==> src/ttpe_pkg.sv <==
// Shared constants and types for the travel-time position estimator.
// No dependencies; imported by ttpe_div and the top level.
`timescale 1ns / 1ps
`default_nettype none

package ttpe_pkg;

   localparam int FRACTION_BITS_DEFAULT = 16;
   localparam int TRAVEL_W              = 20;
   localparam int ELAPSED_W             = 16;
   localparam int STORED_W              = 8;
   localparam int MODE_W                = 3;
   localparam int PCT_W                 = 7;
   localparam int MOTION_W              = 2;
   localparam int CSR_IDX_W             = 1;
   // elapsed_ms * 100 needs 23 bits
   localparam int SCALED_W              = 23;
   localparam int PCT_FULL              = 100;
   localparam int TRAVEL_RESET          = 30000;

   typedef enum logic [MODE_W-1:0] {
      MODE_TICK       = 3'd0,
      MODE_START_OPEN = 3'd1,
      MODE_START_CLOSE = 3'd2,
      MODE_STOP       = 3'd3,
      MODE_SET_OPEN   = 3'd4,
      MODE_SET_CLOSED = 3'd5,
      MODE_RESTORE    = 3'd6,
      MODE_UNUSED     = 3'd7
   } mode_type;

   typedef enum logic [MOTION_W-1:0] {
      MOTION_IDLE    = 2'd0,
      MOTION_OPENING = 2'd1,
      MOTION_CLOSING = 2'd2
   } motion_type;

   typedef enum logic [CSR_IDX_W-1:0] {
      CSR_OPEN_TRAVEL  = 1'd0,
      CSR_CLOSE_TRAVEL = 1'd1
   } csr_idx_type;

   typedef enum logic [3:0] {
      ST_IDLE   = 4'b0001,
      ST_DIVIDE = 4'b0010,
      ST_APPLY  = 4'b0100,
      ST_RESULT = 4'b1000
   } state_type;

endpackage : ttpe_pkg

`default_nettype wire

==> src/ttpe_div.sv <==
// Restoring divider, one quotient bit per cycle, for the travel delta.
// Depends on ttpe_pkg for the divisor width.
`timescale 1ns / 1ps
`default_nettype none

module ttpe_div
   import ttpe_pkg::*;
#(
   parameter int NUM_W = SCALED_W + FRACTION_BITS_DEFAULT
) (
   input  wire logic                clock,
   input  wire logic                reset,
   input  wire logic                start,
   input  wire logic [NUM_W-1:0]    numerator,
   input  wire logic [TRAVEL_W-1:0] divisor,
   output logic                     done,
   output logic [NUM_W-1:0]         quotient
);

   localparam int CNT_W = $clog2(NUM_W + 1);

   logic [NUM_W-1:0]    quo_ff, quo_in;
   logic [TRAVEL_W-1:0] rem_ff, rem_in;
   logic [TRAVEL_W-1:0] dvs_ff, dvs_in;
   logic [CNT_W-1:0]    cnt_ff, cnt_in;
   logic                busy_ff, busy_in;
   logic                done_ff, done_in;

   logic [TRAVEL_W:0]   trial;
   logic [TRAVEL_W:0]   diff;
   logic                fits;

   // shift in the next numerator bit and try the subtraction
   assign trial = {rem_ff, quo_ff[NUM_W-1]};
   assign diff  = trial - {1'b0, dvs_ff};
   assign fits  = (trial >= {1'b0, dvs_ff});

   always_comb begin
      quo_in  = quo_ff;
      rem_in  = rem_ff;
      dvs_in  = dvs_ff;
      cnt_in  = cnt_ff;
      busy_in = busy_ff;
      done_in = 1'b0;
      if (start) begin
         quo_in  = numerator;
         rem_in  = '0;
         dvs_in  = divisor;
         cnt_in  = CNT_W'(NUM_W);
         busy_in = 1'b1;
      end else if (busy_ff) begin
         quo_in = {quo_ff[NUM_W-2:0], fits};
         rem_in = fits ? diff[TRAVEL_W-1:0] : trial[TRAVEL_W-1:0];
         cnt_in = cnt_ff - CNT_W'(1);
         if (cnt_ff == CNT_W'(1)) begin
            busy_in = 1'b0;
            done_in = 1'b1;
         end
      end
   end

   always_ff @(posedge clock) begin
      if (reset) begin
         busy_ff <= 1'b0;
         done_ff <= 1'b0;
         cnt_ff  <= '0;
      end else begin
         busy_ff <= busy_in;
         done_ff <= done_in;
         cnt_ff  <= cnt_in;
      end
      quo_ff <= quo_in;
      rem_ff <= rem_in;
      dvs_ff <= dvs_in;
   end

   assign done     = done_ff;
   assign quotient = quo_ff;

endmodule : ttpe_div

`default_nettype wire

==> src/travel_time_position_estimator_core.sv <==
// Top level of the travel-time position estimator: sequencer, state and ports.
// Depends on ttpe_pkg and ttpe_div.
//
//   channel | direction | handshake            | payload
//   req_    | in        | req_valid/req_ready  | mode, elapsed_ms, stored_percent, stored_valid
//   rsp_    | out       | rsp_valid/rsp_ready  | position_percent, motion, position_known,
//           |           |                      | save_request
//   csr_    | in        | csr_we               | csr_index, csr_wdata
//
// A moving tick, start or stop with nonzero elapsed time runs through the bit-serial divider
// in ST_DIVIDE and then through ST_APPLY before the result shows in ST_RESULT.
// Any other item goes from ST_IDLE to ST_APPLY and then to ST_RESULT.
// The block takes one item at a time; req_ready is low until the result is taken.
// Reset is synchronous and returns position 0, idle, unknown, and 30000 ms travel times.
`timescale 1ns / 1ps
`default_nettype none

module travel_time_position_estimator_core
   import ttpe_pkg::*;
#(
   parameter int FRACTION_BITS = FRACTION_BITS_DEFAULT
) (
   input  wire logic                 clock,
   input  wire logic                 reset,
   input  wire logic                 req_valid,
   output logic                      req_ready,
   input  wire logic [MODE_W-1:0]    req_mode,
   input  wire logic [ELAPSED_W-1:0] req_elapsed_ms,
   input  wire logic [STORED_W-1:0]  req_stored_percent,
   input  wire logic                 req_stored_valid,
   output logic                      rsp_valid,
   input  wire logic                 rsp_ready,
   output logic [PCT_W-1:0]          rsp_position_percent,
   output logic [MOTION_W-1:0]       rsp_motion,
   output logic                      rsp_position_known,
   output logic                      rsp_save_request,
   input  wire logic                 csr_we,
   input  wire logic [CSR_IDX_W-1:0] csr_index,
   input  wire logic [TRAVEL_W-1:0]  csr_wdata
);

   localparam int POS_W = PCT_W + FRACTION_BITS;
   localparam int NUM_W = SCALED_W + FRACTION_BITS;
   localparam logic [POS_W-1:0] FULL_SCALE = POS_W'(PCT_FULL) << FRACTION_BITS;
   localparam logic [POS_W-1:0] HALF_LSB   = POS_W'(1) << (FRACTION_BITS - 1);

   state_type           state_ff, state_in;
   logic [TRAVEL_W-1:0] open_travel_ff, open_travel_in;
   logic [TRAVEL_W-1:0] close_travel_ff, close_travel_in;
   logic [POS_W-1:0]    pos_ff, pos_in;
   motion_type          motion_ff, motion_in;
   logic                known_ff, known_in;
   logic                save_ff, save_in;

   // latched item
   mode_type            mode_ff, mode_in;
   logic [STORED_W-1:0] stored_ff, stored_in;
   logic                stored_ok_ff, stored_ok_in;
   logic                move_ff, move_in;

   logic                accept;
   logic                need_move;
   logic [SCALED_W-1:0] scaled;
   logic [NUM_W-1:0]    numerator;
   logic [TRAVEL_W-1:0] travel_sel;
   logic [TRAVEL_W-1:0] divisor;
   logic                div_done;
   logic [NUM_W-1:0]    quotient;
   logic [POS_W-1:0]    delta;
   logic [POS_W:0]      open_sum;
   logic                hit_open;
   logic                hit_closed;
   logic [POS_W-1:0]    rounded;

   assign accept    = req_valid && req_ready;
   assign req_ready = (state_ff == ST_IDLE);

   // movement applies only while moving, with time gone by, in tick/start/stop modes
   assign need_move = (motion_ff != MOTION_IDLE) && (req_elapsed_ms != '0) &&
                      (req_mode <= MODE_STOP);

   assign scaled     = SCALED_W'(req_elapsed_ms) * SCALED_W'(PCT_FULL);
   assign numerator  = {scaled, {FRACTION_BITS{1'b0}}};
   assign travel_sel = (motion_ff == MOTION_OPENING) ? open_travel_ff : close_travel_ff;
   assign divisor    = (travel_sel == '0) ? TRAVEL_W'(1) : travel_sel;

   ttpe_div #(
      .NUM_W(NUM_W)
   ) u_div (
      .clock    (clock),
      .reset    (reset),
      .start    (accept && need_move),
      .numerator(numerator),
      .divisor  (divisor),
      .done     (div_done),
      .quotient (quotient)
   );

   // anything at or above full scale hits the end stop either way
   assign delta      = (quotient >= NUM_W'(FULL_SCALE)) ? FULL_SCALE : quotient[POS_W-1:0];
   assign open_sum   = {1'b0, pos_ff} + {1'b0, delta};
   assign hit_open   = (open_sum >= {1'b0, FULL_SCALE});
   assign hit_closed = (delta >= pos_ff);

   always_comb begin
      state_in        = state_ff;
      open_travel_in  = open_travel_ff;
      close_travel_in = close_travel_ff;
      pos_in          = pos_ff;
      motion_in       = motion_ff;
      known_in        = known_ff;
      save_in         = save_ff;
      mode_in         = mode_ff;
      stored_in       = stored_ff;
      stored_ok_in    = stored_ok_ff;
      move_in         = move_ff;

      if (csr_we) begin
         case (csr_index)
            CSR_OPEN_TRAVEL:  open_travel_in  = csr_wdata;
            CSR_CLOSE_TRAVEL: close_travel_in = csr_wdata;
            default: ;
         endcase
      end

      case (state_ff)
         ST_IDLE: begin
            if (accept) begin
               mode_in      = mode_type'(req_mode);
               stored_in    = req_stored_percent;
               stored_ok_in = req_stored_valid;
               move_in      = need_move;
               state_in     = need_move ? ST_DIVIDE : ST_APPLY;
            end
         end
         ST_DIVIDE: begin
            if (div_done) begin
               state_in = ST_APPLY;
            end
         end
         ST_APPLY: begin
            save_in = 1'b0;
            // pending movement first, with end-stop clamp
            if (move_ff) begin
               if (motion_ff == MOTION_OPENING) begin
                  if (hit_open) begin
                     pos_in    = FULL_SCALE;
                     motion_in = MOTION_IDLE;
                     known_in  = 1'b1;
                     save_in   = 1'b1;
                  end else begin
                     pos_in = open_sum[POS_W-1:0];
                  end
               end else begin
                  if (hit_closed) begin
                     pos_in    = '0;
                     motion_in = MOTION_IDLE;
                     known_in  = 1'b1;
                     save_in   = 1'b1;
                  end else begin
                     pos_in = pos_ff - delta;
                  end
               end
            end
            case (mode_ff)
               MODE_TICK: ;
               MODE_START_OPEN:  motion_in = MOTION_OPENING;
               MODE_START_CLOSE: motion_in = MOTION_CLOSING;
               MODE_STOP: begin
                  motion_in = MOTION_IDLE;
                  known_in  = 1'b1;
                  save_in   = 1'b1;
               end
               MODE_SET_OPEN: begin
                  pos_in    = FULL_SCALE;
                  motion_in = MOTION_IDLE;
                  known_in  = 1'b1;
                  save_in   = 1'b1;
               end
               MODE_SET_CLOSED: begin
                  pos_in    = '0;
                  motion_in = MOTION_IDLE;
                  known_in  = 1'b1;
                  save_in   = 1'b1;
               end
               MODE_RESTORE: begin
                  if (stored_ok_ff && (stored_ff <= STORED_W'(PCT_FULL))) begin
                     pos_in   = {stored_ff[PCT_W-1:0], {FRACTION_BITS{1'b0}}};
                     known_in = 1'b1;
                  end
               end
               default: ;
            endcase
            state_in = ST_RESULT;
         end
         ST_RESULT: begin
            if (rsp_ready) begin
               state_in = ST_IDLE;
            end
         end
         default: state_in = ST_IDLE;
      endcase
   end

   always_ff @(posedge clock) begin
      if (reset) begin
         state_ff        <= ST_IDLE;
         open_travel_ff  <= TRAVEL_W'(TRAVEL_RESET);
         close_travel_ff <= TRAVEL_W'(TRAVEL_RESET);
         pos_ff          <= '0;
         motion_ff       <= MOTION_IDLE;
         known_ff        <= 1'b0;
         save_ff         <= 1'b0;
      end else begin
         state_ff        <= state_in;
         open_travel_ff  <= open_travel_in;
         close_travel_ff <= close_travel_in;
         pos_ff          <= pos_in;
         motion_ff       <= motion_in;
         known_ff        <= known_in;
         save_ff         <= save_in;
      end
      mode_ff      <= mode_in;
      stored_ff    <= stored_in;
      stored_ok_ff <= stored_ok_in;
      move_ff      <= move_in;
   end

   // round half up to whole percent; state holds while the result waits
   assign rounded              = pos_ff + HALF_LSB;
   assign rsp_valid            = (state_ff == ST_RESULT);
   assign rsp_position_percent = rounded[POS_W-1:FRACTION_BITS];
   assign rsp_motion           = motion_ff;
   assign rsp_position_known   = known_ff;
   assign rsp_save_request     = save_ff;

endmodule : travel_time_position_estimator_core

`default_nettype wire
==> config.mk <==
export PLATFORM = sky130hd
export DESIGN_NAME = travel_time_position_estimator_core
export DESIGN_NICKNAME = d
export VERILOG_FILES = /design/src/ttpe_pkg.sv /design/src/ttpe_div.sv /design/src/travel_time_position_estimator_core.sv
export SDC_FILE = /design/constraint.sdc
export NUM_CORES = 1
export LEC_CHECK = 0
export BUFFER_PORTS_ARGS = -buffer_cell sky130_fd_sc_hd__buf_2
export CAP_MARGIN = 10
export CORE_MARGIN = 2
export CORE_UTILIZATION = 55
export CTS_BUF_LIST = sky130_fd_sc_hd__clkbuf_16
export CTS_CLUSTER_DIAMETER = 120
export DETAILED_ROUTE_END_ITERATION = 8
export PLACE_DENSITY = 0.75
export SLEW_MARGIN = 25
export SYNTH_ARGS = -nofsm -noshare
export SYNTH_HDL_FRONTEND = slang
export SYNTH_HIERARCHICAL = 1
export SYNTH_SLANG_ARGS = --single-unit
==> constraint.sdc <==
create_clock -name clock -period 8.85 [get_ports clock]
set_input_delay 0.4425 -clock clock [delete_from_list [all_inputs] [get_ports clock]]
set_output_delay 0.4425 -clock clock [all_outputs]
set_load 0.02 [all_outputs]
# Word level (Yosys, flattened, before mapping)
# Cells that the tools add are included.
# word_totals
register_bits	171
input_bits	54
out_inout_bits	13
word_cells	106
# op_classes
n_addsub	5
n_mul	1
magnitude_cmp	6
n_eq_ne	16
n_mux	38
bitwise_logic	2
n_reduce_logical	19
# op_table
operator	count
two-way mux 23 bit	6
two-way mux 39 bit	2
one-hot mux 23 bit (3 select lines)	1
two-way mux 20 bit	2
greater-or-equal comparator 39 x 23 -> 1 bit (second input constant)	1
adder 23 x 23 -> 24 bit	1
greater-or-equal comparator 24 x 23 -> 1 bit (second input constant)	1
adder 23 x 16 -> 23 bit (second input constant)	1
greater-or-equal comparator 23 bit	1
subtractor 23 bit	1
greater-or-equal comparator 21 x 20 -> 1 bit	1
multiplier 16 x 5 -> 21 bit (second input constant)	1
logical NOT 20 bit	1
subtractor 20 bit	1
one-hot mux 4 bit (4 select lines)	1
nonzero test 16 bit	1
two-way mux 1 bit	14
two-way mux 4 bit	3
two-way mux 6 bit	2
== test 3 bit (second input constant)	3
<= comparator 8 x 7 -> 1 bit (second input constant)	1
two-way mux 2 bit	4
== test 3 x 2 -> 1 bit (second input constant)	2
== test 6 x 1 -> 1 bit (second input constant)	1
23 further kinds	34

# Longest topological paths before layout
# Gate-level depths: netlist of the first run.
# depth
word_depth	9
mapped_depth	19
depth_no_buf	18

# By module
# The synthesis of the first run kept the hierarchy.
# by_module_without_submodules
module	n_inst	cells_each	area_per_inst_um2	seq_area_each_um2
travel_time_position_estimator_core	1	1037	8135.3	1811.7
ttpe_div	1	426	4649.5	2332.2

# Least setup slack after synthesis of the first run
# No wires, ideal clock.
# synth_path
path_type	register to register
startpoint	register u_div.quo_ff[28] (netlist: u_div/quotient[28])
endpoint	register pos_ff[9]
setup_ns	0.117
arrival_ns	4.066
required_time_ns	8.733
setup_slack_ns	4.668
path_stages_with_launch	19
path_buffers	3
period_less_slack_ns	4.182
path_cell_list	edfxtp_1 > nor4_1 > nand4_1 > a31oi_1 > clkbuf_1 > nand2_1 > ha_1 > buf_6 > or3_1 > or3_4 > a211oi_2 > a211oi_2 > a21oi_4 > xor2_2 > o311ai_2 > and3_1 > buf_6 > a221o_1 > a22o_1
# synth_via
elab_chain_len	9
word_cells_on_any_way	12
cone_classes	add/sub (2); order compare (3); mux (7)
# synth_lines
element	line_no	source
from (decl)	ttpe_div.sv:22	logic [NUM_W-1:0] quo_ff, quo_in;
from (signal assigned)	ttpe_div.sv:72	quo_ff <= quo_in;
greater-or-equal comparator 39 x 23 -> 1 bit *	travel_time_position_estimator_core.sv:100	assign delta = (quotient >= NUM_W'(FULL_SCALE)) ? FULL_SCALE : quotient[POS_W-1:0];
two-way mux 23 bit *	travel_time_position_estimator_core.sv:100	
adder 23 x 23 -> 24 bit	travel_time_position_estimator_core.sv:101	assign open_sum = {1'b0, pos_ff} + {1'b0, delta};
greater-or-equal comparator 24 x 23 -> 1 bit	travel_time_position_estimator_core.sv:102	assign hit_open = (open_sum >= {1'b0, FULL_SCALE});
two-way mux 23 bit	travel_time_position_estimator_core.sv:146	if (hit_open) begin
two-way mux 23 bit *	travel_time_position_estimator_core.sv:145	if (motion_ff == MOTION_OPENING) begin
two-way mux 23 bit *	travel_time_position_estimator_core.sv:144	if (move_ff) begin
two-way mux 23 bit	travel_time_position_estimator_core.sv:187	if (stored_ok_ff && (stored_ff <= STORED_W'(PCT_FULL))) begin
one-hot mux 23 bit (3 select lines) *	travel_time_position_estimator_core.sv:165	case (mode_ff)
to (signal assigned)	travel_time_position_estimator_core.sv:218	pos_ff <= pos_in;
to (decl)	travel_time_position_estimator_core.sv:50	logic [POS_W-1:0] pos_ff, pos_in;
# Every way passes the cells marked *; elsewhere a longest branch is shown, timed or not.
# A chain may end at the register's enable or synchronous reset.

# Worst setup path in the final report of the first run
# layout_path
startpoint	register u_div.quo_ff[32] (netlist: u_div/quotient[32])
endpoint	register pos_ff[10]
# The elaborated chain is that of the path after synthesis.

==> results of run 1 <==
[critical path: stages, from the launching register on]
cell	delay (ns)
edfxtp_1	0.39
nor4_1	0.34
nand4_1	0.22
a31oi_1	0.22
buf_4	0.30
nand2_1	0.14
ha_1	0.42
or3_1	0.44
or3_4	0.37
a211oi_2	0.18
a211oi_2	0.11
nand4b_1	0.15
o211ai_1	0.16
o311ai_2	0.89
and3_1	0.48
o21ai_0	0.18
a22oi_1	0.19
[routing by layer]
metal,vias to the layer above,share of wire,GRT usage,wire length (um)
li1,5296,-,-,-
met1,5084,0.45,0.345,14100
met2,324,0.46,0.423,14200
met3,62,0.059,0.0454,1840
met4,2,0.026,0.0861,817
met5,-,0.00045,0,14
[power by group]
part | total [mW] | internal (mW) | switching [mW]
Sequential | 0.967 | 0.900 | 0.0672
Clock | 0.786 | 0.393 | 0.393
Combinational | 1.04 | 0.433 | 0.610
[state kept, by name, summed over array words and instances, names as in the netlist, 3 cells and up]
register and flops:
close_travel_ff 20, u_div/cnt_ff 6, u_div/rem_ff 20, state_ff 4, open_travel_ff 20, pos_ff 23, stored_ff 8, u_div/dvs_ff 20
mode_ff 3, u_div/quotient 39
[Yosys cell counts, drive strengths merged (26+ instances only)]
cell type    n  area [um^2]
nand2      172          646
inv        145          544
ha         130         1630
a21oi      111          567
dfxtp       99         1980
nor2        96          363
edfxtp      72         2160
mux2        59          664
o21ai       58          290
clkbuf      40          151
nand3       35          180
xnor2       33          289
nor3        26          130
[layout by cell type (no fill, tap or decap), types with 20 or more instances in the layout]
| cell type | instances |
|---|---|
| nand2_1 | 172 |
| inv_1 | 142 |
| ha_1 | 130 |
| a21oi_1 | 110 |
| dfxtp_1 | 99 |
| nor2_1 | 95 |
| edfxtp_1 | 72 |
| buf_2 | 66 |
| mux2_2 | 59 |
| o21ai_0 | 52 |
| nand3_1 | 34 |
| xnor2_1 | 33 |
| nor3_1 | 26 |
| a21o_1 | 22 |
| nor4_1 | 21 |
| nor2b_1 | 20 |
[kinds of logic after synthesis]
group                    after synthesis
AO/OA/AOI/OAI                        347
XOR/XNOR                              49
adder cells (fa/ha/maj)              144
buffers and inverters                209
flip-flops                           171
multiplexers                          78
other                                  1
AND/OR/NAND/NOR                      464
[worst max-delay path by stage]
stage	slack (ns)	end
after CTS	3.63	pos_ff[17]
final	3.56	pos_ff[10]
after detailed placement	3.63	pos_ff[17]
after floorplan	4.67	pos_ff[9]
after global placement	3.88	pos_ff[17]
after global routing	3.20	pos_ff[17]
[per-stage QoR]
stage	cell area [um^2]	hold WS, ns	utilization	power [mW]	setup slack [ns]
2_1_floorplan	12800	0.433	-	1.78	4.67
3_3_place_gp	13300	0.439	0.587	1.99	3.88
3_5_place_dp	13300	0.443	0.587	2.01	3.63
4_1_cts	13900	0.160	0.614	2.80	3.63
5_1_grt	13900	0.163	0.614	2.96	3.20
6_report	13900	0.168	0.614	2.80	3.56
[final cells by class]
class / instances / area [um^2] / area share
multi-input combinational: 1100 / 7880 / 0.565
sequential: 171 / 4140 / 0.297
inverter: 145 / 544 / 0.0390
clock buffer: 17 / 425 / 0.0305
timing repair buffer: 75 / 398 / 0.0285
tap: 285 / 357 / 0.0256
clock inverter: 15 / 199 / 0.0143
==> flow_summary.yaml, run 1 <==
route:
  routed-via-count: 10768
  drtIter0Drc: 790
  ant_nets: 0
  drt-total-wl_mm: 31.0
  wl_per_cell_um: 17.2
  viasPerCell: 5.96
  drt_pass1_iterations: 6
  drc: 0
clock_network:
  clock_sink_count: 171
  cts_tree: "done"
  htreeDepth: 4
  cts_root_buf: "clkbuf_16"
  clkLatencyLatePin_ns: 0.44
  cts-resized-gates: 0
  clk_path_buf_depth: 2
  postCtsHoldBufs: 0
  post_cts_buffers: 0
  numCtsBuffers: 17
  clk_pin_slew_ns: 0.09
synth:
  synth_compound_area_frac: 0.186
  ys_seq_area_frac: 0.324
  synth_top_family_by_area: "compound AO/OA/AOI/OAI gates"
  synth-adder-area-share: 0.149
  synth-edff-count: 72
  synthFlopType: "dfxtp_1"
  synth_simple_gate_area_share: 0.174
  ys_ff_latch: 171
  syn_inst: 1463
  syn_area_um2: 12800
  synthArstFlopShare: 0
  syn_area_per_cell_um2: 8.74
  synth-xor-area-share: 0.0342
  yosys_warnings: 6
  synthMuxAreaShare: 0.0668
  synth_cell_types: 86
outcome:
  status: "completed"
die:
  die_area_um2: 24500
  start_util: 0.563
  fp.dieH_um: 156
  rows: 55
  die_w_um: 156
  io-pin-count: 67
  coreArea_um2: 22700
global_route:
  overflow: 0
  grt_max_degree: 71
  grt_pass1_wl_mm: 50.8
  grt_use_total: 0.258
  antenna_found_initial: 1
  first_global_vias: 10359
pwr:
  powerDensity_nw_per_um2: 200
  leakage_nw: 6.25
  ir_worst_vdd_v: 0.000117
timing:
  setup-tns-final_ns: 0
  max_freq_mhz: 189
  clock_skew_ns: 0.0206
  fin_crit_ns: 5.29
  hold_violations: 0
  period_share: 0.598
  slew_violations: 0
  tightest_slew_ns: 0.993
  max_slew_margin: 0.337
  setup_viol: 0
  rsz0062_at_grt: "no"
finish:
  final_cells: 1808
  n_antenna_cell: 0
  drive_gt1_frac: 0.129
  finalNetCount: 1708
  syn_to_final_growth_pct: 9.07
  fill_cells: 2009
critical_path:
  path_max_fanout: 21
  critical_path_class: "register to register"
  timing.rr.end: "pos_ff[10]"
  reg2reg_slack_ns: 3.56
  reg2reg_from: "u_div/quotient[32]"
  worst_r2r_path_depth: 16
  end_kind: "register"
  crit_arrival_ns: 5.65
  critPathLaunch: "u_div/quotient[32]"
  required_ns: 9.20
  cp-start-kind: "register"
placement:
  place.detailed.hpwl_mm: 22.9
  gp_congestion: 0.980
  numPortBuffers: 66
  post-place-cells: 1776
worst_hold_path:
  min_to: "stored_ff[7]"
  worstHoldPathCells: 1
  worstHoldStart: "req_stored_percent[7]"
  min_path_type: "primary input to register"
job:
  max-cap-violations: 0
No activity file was read; power rests on OpenSTA's default activity.
==> run 2: changes to the inputs <==
ABC_AREA = 1   (was unset)
clock period = 5.3 ns   (was 8.85 ns; I/O delays follow)
==> flow_summary.yaml, run 2 <==
route:
  drt-total-wl_mm: 37.1
  routed-via-count: 12942
  drtIter0Drc: 1261
  wl_per_cell_um: 15.5
  viasPerCell: 5.41
  drt_pass1_iterations: 5
  ant_nets: 0
  drc: 0
critical_path:
  path_max_fanout: 20
  required_ns: 5.63
  reg2reg_slack_ns: 0.90
  critPathLaunch: "u_div/quotient[33]"
  cp-start-kind: "register"
  crit_arrival_ns: 4.74
  cpPeakStageDelay_ns: 0.41
  end_kind: "register"
  reg2reg_from: "u_div/quotient[33]"
  crit_top_cell: "nand3_1"
  critPathSlowestCell: "fa_1"
  path_cells: "nor4_1 -> nand4_1 -> nor2_1 -> buf_4 -> inv_1 -> nor2_1 -> ha_1 -> inv_1 -> fa_1 -> nor2_1 -> nand3_1 -> nand3_1 -> nand3_1 -> nand3_1 -> nand2_1 -> nand2_1 -> nor2_2 -> nand2_4 -> nand3_4 -> nand3_1 -> nand2_1 -> a21oi_1 -> nor2_1"
  critical_path_class: "register to register"
finish:
  final_area_um2: 15100
  drive_gt1_frac: 0.103
  n_antenna_cell: 0
  multi_input_area_um2: 8360
  finalNetCount: 2249
  syn_to_final_growth_pct: 8.45
  fill_cells: 2373
  largest_reg_flops: 39
  layout_common_cells: "564 x nand2_1, 259 x inv_1, 190 x nor2_1, 130 x ha_1, 111 x a21oi_1"
  seqCellArea_um2: 4140
  layout_commonest_cell: "nand2_1"
synth:
  ys_seq_area_frac: 0.297
  synth_common_cells: "564 x nand2_1, 260 x inv_1, 192 x nor2_1, 130 x ha_1, 111 x a21oi_1"
  netlist.area_leader.share: 0.155
  synth-edff-count: 72
  yosys_warnings: 6
  synth_area_leaders: "edfxtp_1 15%, nand2_1 15%, dfxtp_1 14%"
  syn_area_per_cell_um2: 6.98
  synthFlopType: "dfxtp_1"
  syn_area_um2: 13900
  yosysTopAreaCell: "edfxtp_1"
  synthArstFlopShare: 0
  synth.most_common_cell: "nand2_1"
  synth_cell_types: 58
  ys_ff_latch: 171
  syn_inst: 1998
worst_hold_path:
  worstHoldStart: "req_mode[0]"
  min_path_type: "primary input to register"
timing:
  rsz0062_at_grt: "no"
  max_freq_mhz: 227
  tightest_slew_ns: 0.990
  max_slew_margin: 0.340
  slew_violations: 0
  setup_viol: 0
  hold_violations: 0
  setup-tns-final_ns: 0
  fin_crit_ns: 4.40
  clock_skew_ns: 0.0160
  period_share: 0.831
outcome:
  status: "completed"
placement:
  place.detailed.hpwl_mm: 28.2
  gp_congestion: 0.964
  numPortBuffers: 66
  placed_area_um2: 14400
job:
  max-cap-violations: 0
clock_network:
  clock_sink_count: 171
  numCtsBuffers: 17
  post_cts_buffers: 0
  clk_pin_slew_ns: 0.09
  htreeDepth: 4
  clk_path_buf_depth: 2
  cts_root_buf: "clkbuf_16"
  cts-resized-gates: 0
  clkLatencyLatePin_ns: 0.45
  cts_tree: "done"
pwr:
  powerDensity_nw_per_um2: 304
  leakage_nw: 7.73
  ir_worst_vdd_v: 0.000254
die:
  rows: 58
  coreArea_um2: 25000
  die_w_um: 163
  io-pin-count: 67
  start_util: 0.557
  die_area_um2: 26700
  fp.dieH_um: 163
global_route:
  grt_max_degree: 62
  grt_pass1_wl_mm: 60.6
  overflow: 0
  first_global_vias: 12087
  grt_use_total: 0.283
  antenna_found_initial: 0
## run 2: cell count changes after synthesis, sizes merged, moves of 14 or more
cell    delta
nand2b    -19
mux2      -59
nand3     +86
mux2i     -18
nor2     +119
a21o      -20
nor2b     -22
a211oi    -14
xnor2     -21
inv      +137
xor2      +32
nand2    +410
o21ai     +51
## run 2: area by class of cell
class                   count  area share
well taps                 330      0.0273
multi-input cells        1487       0.553
clock inverters            15      0.0140
clock buffers              17      0.0281
inverters                 290      0.0720
flip-flops and latches    171       0.274
repair buffers             84      0.0319
## run 2: final timing paths
path,cells past startpoint,endpoint
max reg2reg,23,rsp_motion[1]
min,1,mode_ff[0]
max,23,rsp_motion[1]
min reg2reg,2,open_travel_ff[8]
## run 2: critical path: cells and delay by family (launching register included)
kind / cells / cell delay, ns
AND/OR/NAND/NOR: 17 / 2.67
flip-flops: 1 / 0.39
adder cells (fa/ha/maj): 2 / 0.63
AO/OA/AOI/OAI: 1 / 0.13
buffers and inverters: 3 / 0.46
## run 2: cell families (layout without fill, tap and decap cells)
logic type / Yosys count / after routing / share of synthesized area
simple gates: 997 / 997 / 0.313
buf+inv: 357 / 406 / 0.108
compound gates: 267 / 267 / 0.106
flops: 171 / 171 / 0.297
fa+ha+maj: 144 / 144 / 0.137
xor+xnor: 60 / 60 / 0.0377
other cells: 1 / 18 / 0.000269
mux: 1 / 1 / 0.000718
## run 2: metrics by stage
| stage | setup WS, ns | hold WS (ns) | power [mW] | instances | util |
|---|---|---|---|---|---|
| 2_1_floorplan | 1.51 | 0.334 | 2.86 | 2015 | - |
| 3_3_place_gp | 1.06 | 0.439 | 3.22 | 2355 | 0.576 |
| 3_5_place_dp | 1.02 | 0.443 | 3.25 | 2355 | 0.576 |
| 4_1_cts | 0.921 | 0.000808 | 4.59 | 2394 | 0.604 |
| 5_1_grt | 0.479 | 0.00134 | 4.89 | 2394 | 0.604 |
| 6_report | 0.897 | 0.00485 | 4.59 | 2394 | 0.604 |
## run 2: power breakdown
part | internal [mW] | total [mW] | switching, mW
clock network | 0.661 | 1.34 | 0.680
registers | 1.52 | 1.61 | 0.0918
logic | 0.570 | 1.64 | 1.07
## run 2: routing by layer
layer,track usage,share of wire,wire [um]
met2,0.451,0.44,16500
met1,0.412,0.47,17400
met3,0.0340,0.078,2880
met5,0,0,0
met4,0.0595,0.011,395
## run 2: timing repair
item,in CTS,in global routing
setup endpoints to repair,0,0
hold endpoints to repair,7,0
hold buffers,7,0
